--- config.mk ---
export PLATFORM = sky130hd
export DESIGN_NAME = i2cmts_out_reg
export DESIGN_NICKNAME = d
export VERILOG_FILES = /design/src/hw/rtl/i2cmts_pkg.sv /design/src/hw/rtl/i2cmts_out_reg.sv
export SDC_FILE = /design/constraint.sdc
export NUM_CORES = 1
export LEC_CHECK = 0
export BUFFER_PORTS_ARGS = -buffer_cell sky130_fd_sc_hd__buf_2
export CELL_PAD_IN_SITES_DETAIL_PLACEMENT = 1
export CELL_PAD_IN_SITES_GLOBAL_PLACEMENT = 1
export CORE_ASPECT_RATIO = 1.75
export CORE_MARGIN = 2
export CORE_UTILIZATION = 33
export CTS_BUF_LIST = sky130_fd_sc_hd__clkbuf_4 sky130_fd_sc_hd__clkbuf_8
export CTS_CLUSTER_DIAMETER = 50
export DETAILED_ROUTE_END_ITERATION = 6
export GPL_TIMING_DRIVEN = 0
export HOLD_SLACK_MARGIN = 0.03
export PLACE_DENSITY = 0.84
export SYNTH_ARGS = -nofsm -noshare
export SYNTH_HDL_FRONTEND = slang
export SYNTH_SLANG_ARGS = --single-unit
--- constraint.sdc ---
create_clock -name clk -period 0.8 [get_ports clk]
set_input_delay 0.12 -clock clk [delete_from_list [all_inputs] [get_ports clk]]
set_output_delay 0.12 -clock clk [all_outputs]
set_load 0.02 [all_outputs]
--- src/hw/rtl/i2cmts_pkg.sv ---
// Shared types and constants for the I2C master transfer sequencer.
// Defines the item structs, phase enum, command and status codes.
// No dependencies.
`default_nettype none

package i2cmts_pkg;

  typedef struct packed {
    logic [1:0]  operation;
    logic [6:0]  dev_address;
    logic [15:0] tx_length;
    logic [15:0] rx_length;
    logic [7:0]  tx_byte;
    logic [7:0]  engine_status;
    logic [7:0]  received_byte;
  } in_item_t;

  typedef struct packed {
    logic [2:0]  command;
    logic [7:0]  write_byte;
    logic        byte_request;
    logic [15:0] tx_index;
    logic        rx_valid;
    logic [15:0] rx_index;
    logic [7:0]  rx_byte;
    logic        finished;
    logic [7:0]  result_status;
  } out_item_t;

  typedef enum logic [3:0] {
    PH_IDLE,
    PH_START,
    PH_ADDR_W,
    PH_DATA_REQ,
    PH_DATA_W,
    PH_RESTART,
    PH_ADDR_R,
    PH_READ_ACK,
    PH_READ_NACK
  } phase_t;

  // operation codes
  localparam logic [1:0] OP_BEGIN = 2'd0;
  localparam logic [1:0] OP_DONE  = 2'd1;
  localparam logic [1:0] OP_BYTE  = 2'd2;

  // bus engine commands
  localparam logic [2:0] CMD_NONE      = 3'd0;
  localparam logic [2:0] CMD_START     = 3'd1;
  localparam logic [2:0] CMD_WRITE     = 3'd2;
  localparam logic [2:0] CMD_READ_ACK  = 3'd3;
  localparam logic [2:0] CMD_READ_NACK = 3'd4;
  localparam logic [2:0] CMD_STOP      = 3'd5;

  localparam logic [7:0] STATUS_MASK = 8'hF8;
  localparam logic       READ_BIT    = 1'b1;

  // expected masked engine status per phase
  localparam logic [7:0] ST_START       = 8'h08;
  localparam logic [7:0] ST_RESTART     = 8'h10;
  localparam logic [7:0] ST_ADDR_W_ACK  = 8'h18;
  localparam logic [7:0] ST_DATA_W_ACK  = 8'h28;
  localparam logic [7:0] ST_ADDR_R_ACK  = 8'h40;
  localparam logic [7:0] ST_DATA_R_ACK  = 8'h50;
  localparam logic [7:0] ST_DATA_R_NACK = 8'h58;

endpackage

`default_nettype wire

--- src/hw/rtl/i2cmts_out_reg.sv ---
// Result register: holds one result until the downstream side takes it.
// Space is offered whenever the register is empty or being drained.
// Depends on i2cmts_pkg.
`default_nettype none

module i2cmts_out_reg
  import i2cmts_pkg::*;
(
  input  wire logic      clk,
  input  wire logic      rst_n,
  input  wire logic      load,
  input  wire out_item_t load_data,
  output logic           space,
  output logic           valid,
  input  wire logic      ready,
  output out_item_t      data
);

  logic      valid_r;
  out_item_t data_r;

  assign space = !valid_r || ready;
  assign valid = valid_r;
  assign data  = data_r;

  always_ff @(posedge clk) begin
    if (!rst_n) begin
      valid_r <= 1'b0;
    end else if (load) begin
      valid_r <= 1'b1;
    end else if (ready) begin
      valid_r <= 1'b0;
    end
  end

  always_ff @(posedge clk) begin
    if (load) begin
      data_r <= load_data;
    end
  end

endmodule

`default_nettype wire

==> reports/qor.yml <==
max_stage_delay_ns: 0.45
n_antenna_cell: 0
critPathRequiredTime_ns: 0.68
io_buffers: 129
grt_max_degree: 64
clkTransAtPathRegs_ns: 0.08
layout_common_cells: "buf_2, dlygate4sd3_1, edfxtp_1, buf_6, clkbuf_8"
ys_seq_area_share_pct: 98.5
cts_buffer_depth: 2
avgSynthCellArea_um2: 28.9
holdPathStages: 5
ios: 130
violations: "setup timing"
syn_inst: 66
post-route-period-util_pct: 135
vias_per_cell: 4.30
cp_max_fo: 1
peakVddDrop_mv: 1.70
grt_pass1_wl_um: 9760
drc: 0
grt_antenna_before_repair: 0
cp.depth: 1
slew_violations: 0
drt_iter0_drc: 56
htreeDepth: 3
fillers: 525
ant_nets: 0
cpLargestDelayFamily: "flip-flops"
status: "complete, but fails checks"
slowest_stage: "edfxtp_1"
cts_root_buffer: "clkbuf_8"
drive_gt1_share_pct: 54.3
rsz0062_at_grt: "true"
syn_to_final_growth_pct: 102
placed_cell_area_um2: 2650
cap_violations: 0
dr.pass1.iters: 4
core_um2: 5590
power.leakage_nw: 1.62
clk_latency_ns: 0.34
ff2ff_path_depth: 4
syn_nets: 132
place_hpwl_um: 3500
hold_path_class: "input port to flop"
die_y_um: 105
overflow: 0
fin_crit_ns: 1.08
cts_tree: "yes"
layout_commonest_cell: "buf_2"
cp_cell_sequence: "buf_6"
nNetsFinal: 337
fmax_mhz: 927
reg2reg_slack_ns: -0.02
tightest_slew_ns: 0.569
rows: 36
multiInputGateArea_um2: 25.0
ys_types: 5
hold_viol_final: 0
wire_per_inst_um: 21.7
yosys_warnings: 0
wl_um: 7640
ys_ff_latch: 63
setup_slack_ns: -0.279
stdcell_area_um2: 3850
crit_path_start_kind: "flop"
p_per_area_nw_per_um2: 2040
gp_congestion: 0.639
finClkSkew_ns: 0
fin_util_pct: 69.0
end_kind: "primary output"
first_global_vias: 1739
die_area_um2: 6440
num_vias: 1513
numCtsBuffers: 9
cts.sinks: 63
start_util_pct: 34.2
cp.arrival_ns: 0.96
setup_viol: 65
relSlewSlack_pct: 62.1
syn-cell-area_um2: 1910
seqCellArea_um2: 1890
die_x_um: 61.5
path_class: "flop to primary output"
grt_usage_pct: 23.0
cp_num_buf_inv: 1
dp_slack_ns: -0.750
## final cells by class
| class | instances | share of cell area [%] |
|---|---|---|
| Inverter | 1 | 0.0974 |
| Clock inverter | 6 | 0.974 |
| Tap cell | 76 | 2.47 |
| Timing Repair Buffer | 194 | 43.5 |
| Sequential cell | 63 | 48.9 |
| Clock buffer | 10 | 3.41 |
| Multi-Input combinational cell | 2 | 0.650 |
## final timing paths
path / startpoint / end
min reg2reg: valid / valid
min: ready / valid
max reg2reg: valid / valid
max: data[19] / data[19]
## power breakdown
group          internal [W]  switching [W]  total [W]
sequential          0.00392       0.000147    0.00407
clock               0.00114        0.00127    0.00241
combinational      0.000759       0.000636    0.00140
## metrics by stage
| step | std cells | power [W] | setup TNS (ns) | hold slack (ns) |
|---|---|---|---|---|
| floorplan | 66 | 0.00441 | 0 | 0.219 |
| global placement | 271 | 0.00484 | -42.79 | 0.296 |
| detailed placement | 271 | 0.00488 | -46.35 | 0.298 |
| CTS | 351 | 0.00763 | -12.95 | 0.145 |
| global route | 352 | 0.00816 | -15.91 | 0.224 |
| finish | 352 | 0.00788 | -13.32 | 0.234 |
## synth_stat cells, drive strengths merged
library cell,number,area [um2]
dfxtp,1,20.0
inv,1,3.75
a21boi,1,11.3
nand2b,1,13.8
edfxtp,62,1860
## routing by layer
metal / track usage [%] / up-vias / wire (um)
met1: 21.0 / 715 / 2140
met4: 13.4 / 0 / 346
met2: 42.0 / 103 / 4590
li1: - / 674 / -
met3: 5.82 / 21 / 566
met5: 0 / - / 0
## sequential cells by signal, summed over array words and instances, names as in the netlist
name	cells
valid	1
data	62
## timing repair
item	4_1_cts	5_1_grt
hold buffers	63	0
pin swaps	0	1
endpoints found under the hold margin	63	0
buffers inserted	1	1
cloned	0	0
resized for setup	64	60
setup endpoints to repair	127	108
## cells by family (layout without fill, tap and decap cells)
logic type | after synthesis | count (layout) | share of synthesized area, %
flops | 63 | 63 | 98.5
compound gates | 1 | 1 | 0.589
simple gates | 1 | 1 | 0.720
buf+inv | 1 | 211 | 0.196
(Power assumes the default switching activity.)
