### config.mk
export PLATFORM = sky130hd
export DESIGN_NAME = i2cmts_step
export DESIGN_NICKNAME = d
export VERILOG_FILES = /design/src/hw/rtl/i2cmts_pkg.sv /design/src/hw/rtl/i2cmts_step.sv
export SDC_FILE = /design/constraint.sdc
export NUM_CORES = 1
export LEC_CHECK = 0
export BUFFER_PORTS_ARGS = -buffer_cell sky130_fd_sc_hd__buf_2
export CAP_MARGIN = 5
export CORE_AREA = 2 2 104 106
export CTS_BUF_LIST = sky130_fd_sc_hd__clkbuf_2 sky130_fd_sc_hd__clkbuf_4 sky130_fd_sc_hd__clkbuf_8
export DETAILED_ROUTE_END_ITERATION = 8
export DIE_AREA = 0 0 106 108
export GPL_ROUTABILITY_DRIVEN = 1
export MAX_ROUTING_LAYER = met4
export PLACE_DENSITY_LB_ADDON = 0.25
export SYNTH_ARGS = -nofsm -noshare
export SYNTH_HDL_FRONTEND = slang
export SYNTH_SLANG_ARGS = --single-unit
### constraint.sdc
create_clock -name clk -period 13.69 [get_ports clk]
set_input_delay 4.107 -clock clk [delete_from_list [all_inputs] [get_ports clk]]
set_output_delay 4.107 -clock clk [all_outputs]
set_load 0.02 [all_outputs]
### src/hw/rtl/i2cmts_pkg.sv
// Shared types and constants for the I2C master transfer sequencer.
// Defines the item structs, phase enum, command and status codes.
// No dependencies.
`default_nettype none

package i2cmts_pkg;

  typedef struct packed {
    logic [1:0]  operation;
    logic [6:0]  dev_address;
    logic [15:0] tx_length;
    logic [15:0] rx_length;
    logic [7:0]  tx_byte;
    logic [7:0]  engine_status;
    logic [7:0]  received_byte;
  } in_item_t;

  typedef struct packed {
    logic [2:0]  command;
    logic [7:0]  write_byte;
    logic        byte_request;
    logic [15:0] tx_index;
    logic        rx_valid;
    logic [15:0] rx_index;
    logic [7:0]  rx_byte;
    logic        finished;
    logic [7:0]  result_status;
  } out_item_t;

  typedef enum logic [3:0] {
    PH_IDLE,
    PH_START,
    PH_ADDR_W,
    PH_DATA_REQ,
    PH_DATA_W,
    PH_RESTART,
    PH_ADDR_R,
    PH_READ_ACK,
    PH_READ_NACK
  } phase_t;

  // operation codes
  localparam logic [1:0] OP_BEGIN = 2'd0;
  localparam logic [1:0] OP_DONE  = 2'd1;
  localparam logic [1:0] OP_BYTE  = 2'd2;

  // bus engine commands
  localparam logic [2:0] CMD_NONE      = 3'd0;
  localparam logic [2:0] CMD_START     = 3'd1;
  localparam logic [2:0] CMD_WRITE     = 3'd2;
  localparam logic [2:0] CMD_READ_ACK  = 3'd3;
  localparam logic [2:0] CMD_READ_NACK = 3'd4;
  localparam logic [2:0] CMD_STOP      = 3'd5;

  localparam logic [7:0] STATUS_MASK = 8'hF8;
  localparam logic       READ_BIT    = 1'b1;

  // expected masked engine status per phase
  localparam logic [7:0] ST_START       = 8'h08;
  localparam logic [7:0] ST_RESTART     = 8'h10;
  localparam logic [7:0] ST_ADDR_W_ACK  = 8'h18;
  localparam logic [7:0] ST_DATA_W_ACK  = 8'h28;
  localparam logic [7:0] ST_ADDR_R_ACK  = 8'h40;
  localparam logic [7:0] ST_DATA_R_ACK  = 8'h50;
  localparam logic [7:0] ST_DATA_R_NACK = 8'h58;

endpackage

`default_nettype wire

### src/hw/rtl/i2cmts_step.sv
// Transaction state registers and single-pass next-state/result logic.
// One accepted item updates the phase and counters and yields one result.
// Depends on i2cmts_pkg.
`default_nettype none

module i2cmts_step
  import i2cmts_pkg::*;
(
  input  wire logic      clk,
  input  wire logic      rst_n,
  input  wire logic      fire,
  input  wire in_item_t  item,
  output out_item_t      result
);

  phase_t      phase_r,   phase_nxt;
  logic [6:0]  target_r,  target_nxt;
  logic [15:0] wleft_r,   wleft_nxt;
  logic [15:0] rleft_r,   rleft_nxt;
  logic [15:0] wpos_r,    wpos_nxt;
  logic [15:0] rpos_r,    rpos_nxt;
  logic        restart_r, restart_nxt;

  always_ff @(posedge clk) begin
    if (!rst_n) begin
      phase_r   <= PH_IDLE;
      target_r  <= '0;
      wleft_r   <= '0;
      rleft_r   <= '0;
      wpos_r    <= '0;
      rpos_r    <= '0;
      restart_r <= 1'b0;
    end else if (fire) begin
      phase_r   <= phase_nxt;
      target_r  <= target_nxt;
      wleft_r   <= wleft_nxt;
      rleft_r   <= rleft_nxt;
      wpos_r    <= wpos_nxt;
      rpos_r    <= rpos_nxt;
      restart_r <= restart_nxt;
    end
  end

  logic [7:0] st;
  logic [7:0] expect_st;
  logic       known;
  logic       do_after;
  logic       do_read;
  logic       do_req;

  always_comb begin
    phase_nxt   = phase_r;
    target_nxt  = target_r;
    wleft_nxt   = wleft_r;
    rleft_nxt   = rleft_r;
    wpos_nxt    = wpos_r;
    rpos_nxt    = rpos_r;
    restart_nxt = restart_r;
    result      = '0;
    st          = item.engine_status & STATUS_MASK;
    expect_st   = '0;
    known       = 1'b0;
    do_after    = 1'b0;
    do_read     = 1'b0;
    do_req      = 1'b0;

    case (item.operation)
      OP_BEGIN: begin
        if (phase_r == PH_IDLE) begin
          target_nxt     = item.dev_address;
          wleft_nxt      = item.tx_length;
          rleft_nxt      = item.rx_length;
          wpos_nxt       = '0;
          rpos_nxt       = '0;
          restart_nxt    = 1'b0;
          result.command = CMD_START;
          phase_nxt      = PH_START;
        end
      end
      OP_BYTE: begin
        if (phase_r == PH_DATA_REQ) begin
          result.command    = CMD_WRITE;
          result.write_byte = item.tx_byte;
          phase_nxt         = PH_DATA_W;
        end
      end
      OP_DONE: begin
        known = 1'b1;
        case (phase_r)
          PH_START:     expect_st = ST_START;
          PH_ADDR_W:    expect_st = ST_ADDR_W_ACK;
          PH_DATA_W:    expect_st = ST_DATA_W_ACK;
          PH_RESTART:   expect_st = ST_RESTART;
          PH_ADDR_R:    expect_st = ST_ADDR_R_ACK;
          PH_READ_ACK:  expect_st = ST_DATA_R_ACK;
          PH_READ_NACK: expect_st = ST_DATA_R_NACK;
          default:      known     = 1'b0;
        endcase

        if (known) begin
          // received byte is reported even if the status check fails
          if (phase_r == PH_READ_ACK || phase_r == PH_READ_NACK) begin
            result.rx_valid = 1'b1;
            result.rx_index = rpos_r;
            result.rx_byte  = item.received_byte;
          end

          if (st != expect_st) begin
            result.finished      = 1'b1;
            result.result_status = st;
            phase_nxt            = PH_IDLE;
          end else begin
            case (phase_r)
              PH_START: begin
                if (wleft_r != '0) begin
                  result.command    = CMD_WRITE;
                  result.write_byte = {target_r, 1'b0};
                  restart_nxt       = 1'b1;
                  phase_nxt         = PH_ADDR_W;
                end else begin
                  do_after = 1'b1;
                end
              end
              PH_ADDR_W: do_req = 1'b1;
              PH_DATA_W: begin
                wpos_nxt  = wpos_r + 16'd1;
                wleft_nxt = wleft_r - 16'd1;
                if (wleft_nxt != '0) do_req = 1'b1;
                else                 do_after = 1'b1;
              end
              PH_RESTART: begin
                result.command    = CMD_WRITE;
                result.write_byte = {target_r, READ_BIT};
                phase_nxt         = PH_ADDR_R;
              end
              PH_ADDR_R: do_read = 1'b1;
              PH_READ_ACK: begin
                rpos_nxt  = rpos_r + 16'd1;
                rleft_nxt = rleft_r - 16'd1;
                do_read   = 1'b1;
              end
              default: begin
                rpos_nxt             = rpos_r + 16'd1;
                rleft_nxt            = '0;
                result.command       = CMD_STOP;
                result.finished      = 1'b1;
                result.result_status = '0;
                phase_nxt            = PH_IDLE;
              end
            endcase
          end
        end
      end
      default: ;
    endcase

    if (do_req) begin
      result.byte_request = 1'b1;
      result.tx_index     = wpos_nxt;
      phase_nxt           = PH_DATA_REQ;
    end

    if (do_after) begin
      if (rleft_r != '0) begin
        if (restart_r) begin
          result.command = CMD_START;
          phase_nxt      = PH_RESTART;
        end else begin
          result.command    = CMD_WRITE;
          result.write_byte = {target_r, READ_BIT};
          phase_nxt         = PH_ADDR_R;
        end
      end else begin
        result.command       = CMD_STOP;
        result.finished      = 1'b1;
        result.result_status = '0;
        phase_nxt            = PH_IDLE;
      end
    end

    if (do_read) begin
      if (rleft_nxt > 16'd1) begin
        result.command = CMD_READ_ACK;
        phase_nxt      = PH_READ_ACK;
      end else begin
        result.command = CMD_READ_NACK;
        phase_nxt      = PH_READ_NACK;
      end
    end
  end

endmodule

`default_nettype wire

==> flow_summary_export.csv <==
group,metric,value,unit
outcome,outcome,"finished clean",
yosys,yosysSeqAreaShare,24.5,%
timing,tightest_slew,1.26,ns
timing,report.final.slew_viol_count,0,
timing,fin_crit,11.34,ns
setup_path,crit_slowest_cell,"ha_2",
floorplanning,start_util,60.7,%
route,vias,7028,
yosys,synth_top_area_share,24.5,%
global_route,grt_pass1_wl,31.6,mm
setup_path,path_max_fanout,39,
global_route,grt_pass1_vias,6245,
timing,rsz0062_at_grt,"no",
route,wl_per_cell,18.5,um
setup_path,worstSetupEndpointType,"output pin",
yosys,yosysUniqueCellTypes,87,
setup_path,start_kind,"primary input",
pwr,p_total,0.000549,W
route,dr.max_layer_used,"met4",
global_route,track_usage,35.2,%
cts,cts_resized,0,
layout,multiInputGateArea,4290,um^2
pwr,p_int,0.000361,W
pwr,p_seq_share,43.4,%
layout,area_delta_synth_final,11.8,%
floorplanning,die_area,11400,um^2
route,met1_length,8.32,mm
yosys,ys.flop_type,"dfxtp_1",
global_route,grt_max_degree,55,
pwr,combPwrFrac,23.4,%
layout,n_fill_cell,890,
global_route,antenna_found_initial,0,
yosys,synth_seq_cells,76,
yosys,synthArstFlopShare,0,%
route,postRouteAntennaNets,0,
place,io_buffers,123,
cts,cts_setup_buffers,0,
route,drt-total-wl,19.6,mm
timing,holdWs,0.464,ns
yosys,ys.warnings.count,0,
route,wl_met3,1.85,mm
hold_path,hold_path.class,"reg -> reg",
layout,drive_gt1_share,19.0,%
cts,clock_sinks,76,
route,wl_met2,8.96,mm
route,detail_route.iter0.violations,898,
setup_path,crit_type,"in -> out",
floorplanning,fp.coreArea,10200,um^2
pwr,p_leak,2.78,nW
setup_path,rr_worst_depth,9,
cts,cts-root-buf,"clkbuf_8",
route,drt_first_pass_iters,6,
yosys,synth-edff-count,0,
yosys,yosysTopAreaCell,"dfxtp_1",
hold_path,min_path_cells,2,
timing,timing.fmax,0.0882,GHz
floorplanning,num_rows,37,
place,routabilityCongestion,0.958,
layout,finalNetCount,997,
layout,antenna_cells,0,
layout,regArea,1520,um^2
setup_path,r2r_slack,9.64,ns
setup_path,cp.arrival,7.23,ns
timing,slew_headroom,15.4,%
route,drc,0,
flow_run,maxCapViolCount,0,
cts,cts_hold_buf,0,
pwr,p_sw,0.000188,W
yosys,synthesis.instances,850,
timing,finalCritPeriodShare,82.8,%
cts,tritoncts,"built",
setup_path,cpMostUsedCell,"buf_2",
cts,cts_buffers,9,
yosys,syn_area_per_cell,7.31,um^2
pwr,ir_worst_vdd,0.0500,mV
cts,ctsLongestPathBuffers,2,
floorplanning,io_pins,130,
timing,setup_viol,0,
timing,setup_tns,0,ns
place,dp_hpwl,14.0,mm
layout,finish.utilization,67.9,%
cts,cts_htree_levels,3,
setup_path,crit_required,9.58,ns
timing,finalClockSkew,0.0105,ns
setup_path,critPathMaxStageDelay,0.71,ns
global_route,grt-ovfl-total,0,
cts,clkLatencyLatePin,0.38,ns
pwr,switching_share,34.3,%
pwr,p_per_area,79.0,nW/um^2
pwr,pwr-share-clk,33.2,%
yosys,synth_area,6210,um^2
timing,hold_viol,0,
floorplanning,fp.dieH,108,um
cts,clk_pin_slew,0.08,ns
yosys,yosys-top-cells-area,"dfxtp_1, nor2_1, nand2_1",
floorplanning,die_w,106,um
route,viasPerCell,6.63,
setup_path,worstPathCellList,"buf_2 -> inv_1 -> ha_2 -> buf_4 -> nor2_1 -> a21oi_1 -> a41oi_1 -> nor4_1 -> nand4_1 -> nand3_1 -> a21boi_1 -> buf_2",
==> registers in the layout, indices dropped and copies added, names as in the netlist <==
signal and flops:
wleft_r 16, rleft_r 16, rpos_r 16, target_r 7
restart_r 1, wpos_r 16, phase_r 4
==> routing by layer <==
metal	track usage, %	vias to the layer above
li1	-	3299
met1	47.8	3304
met2	53.7	382
met3	5.36	43
met4	12.3	0
met5	-	-
==> cells by family after synthesis <==
logic type | after synthesis | share of synthesized area [%]
simple gates | 380 | 32.6
flops | 76 | 24.5
compound gates | 248 | 28.6
xor+xnor | 27 | 3.81
fa+ha+maj | 10 | 2.01
other cells | 1 | 0.0604
buf+inv | 97 | 6.51
mux | 11 | 1.89
==> worst paths after layout <==
check / endpoint / start
min: target_r[2] / target_r[2]
max: result[61] / item[64]
max reg2reg: wleft_r[12] / phase_r[0]
min reg2reg: target_r[2] / target_r[2]
==> per-stage QoR <==
stage	instance area [um^2]	worst slack, ns	cells
after floorplan	6220	3.21	852
after global placement	6740	2.52	1044
after detailed placement	6740	2.44	1044
after CTS	6940	2.43	1060
after global routing	6940	2.11	1060
final	6940	2.35	1060
==> final cells by class <==
class	instances	area share, %
clock buffer	10	1.89
clock inverter	6	1.03
inverter	23	1.24
multi-input combinational	679	61.8
sequential	76	21.9
tap	136	2.45
timing repair buffer	130	9.62
==> cells in the final DEF, fill, tap and decap left out, drive strengths merged, types with 6 or more instances in the layout <==
cell	instances
a21oi	47
dfxtp	76
a222oi	9
nand4	20
nor3b	10
buf	130
mux2i	8
nand3	35
and2	36
nor2	88
a31oi	13
nor3	27
inv	25
and3	9
a21o	6
nor4b	6
o21a	7
a22oi	31
or3	12
o31ai	12
a211oi	6
o21ai	50
clkbuf	10
a21boi	6
a32o	8
nor2b	9
a22o	7
nand2b	9
o22ai	7
nor4	24
ha	10
xor2	11
xnor2	16
nand2	70
or4	6
==> power by group through the flow <==
stage | Sequential [W] | Clock [W] | Combinational, W
3_3_place_gp | 0.000242 | 0 | 0.000123
4_1_cts | 0.000237 | 0.000186 | 0.000125
2_1_floorplan | 0.000236 | 0 | 0.0000959
5_1_grt | 0.000239 | 0.000194 | 0.000140
6_report | 0.000238 | 0.000182 | 0.000129
3_5_place_dp | 0.000242 | 0 | 0.000125
==> critical path: cells and delay by family <==
| family | cells | cell delay [ns] |
|---|---|---|
| buffers and inverters | 4 | 0.87 |
| adders and majority gates | 1 | 0.71 |
| and+or+nand+nor | 4 | 0.93 |
| AOI/OAI and AO/OA | 3 | 0.59 |
==> cells in the mapped netlist (all sizes together) (4+ instances only) <==
| cell | number |
|---|---|
| or4 | 6 |
| clkbuf | 53 |
| nor3 | 27 |
| buf | 21 |
| o211ai | 4 |
| nand3 | 35 |
| ha | 10 |
| o31ai | 12 |
| nor3b | 10 |
| xor2 | 11 |
| a21oi | 47 |
| nor2 | 88 |
| or3 | 12 |
| a21o | 6 |
| nand4 | 20 |
| and3 | 9 |
| o211a | 4 |
| nor4b | 6 |
| o22ai | 7 |
| nand2 | 70 |
| mux2i | 8 |
| a211oi | 6 |
| inv | 23 |
| a32o | 8 |
| o21a | 7 |
| nand3b | 4 |
| o41ai | 4 |
| a21boi | 6 |
| a22oi | 31 |
| xnor2 | 16 |
| o21ai | 50 |
| a22o | 7 |
| a222oi | 9 |
| and2 | 36 |
| dfxtp | 76 |
| nand2b | 9 |
| nor4 | 24 |
| nor2b | 9 |
| a31oi | 13 |
| or2 | 4 |
(Power assumes the default switching activity.)
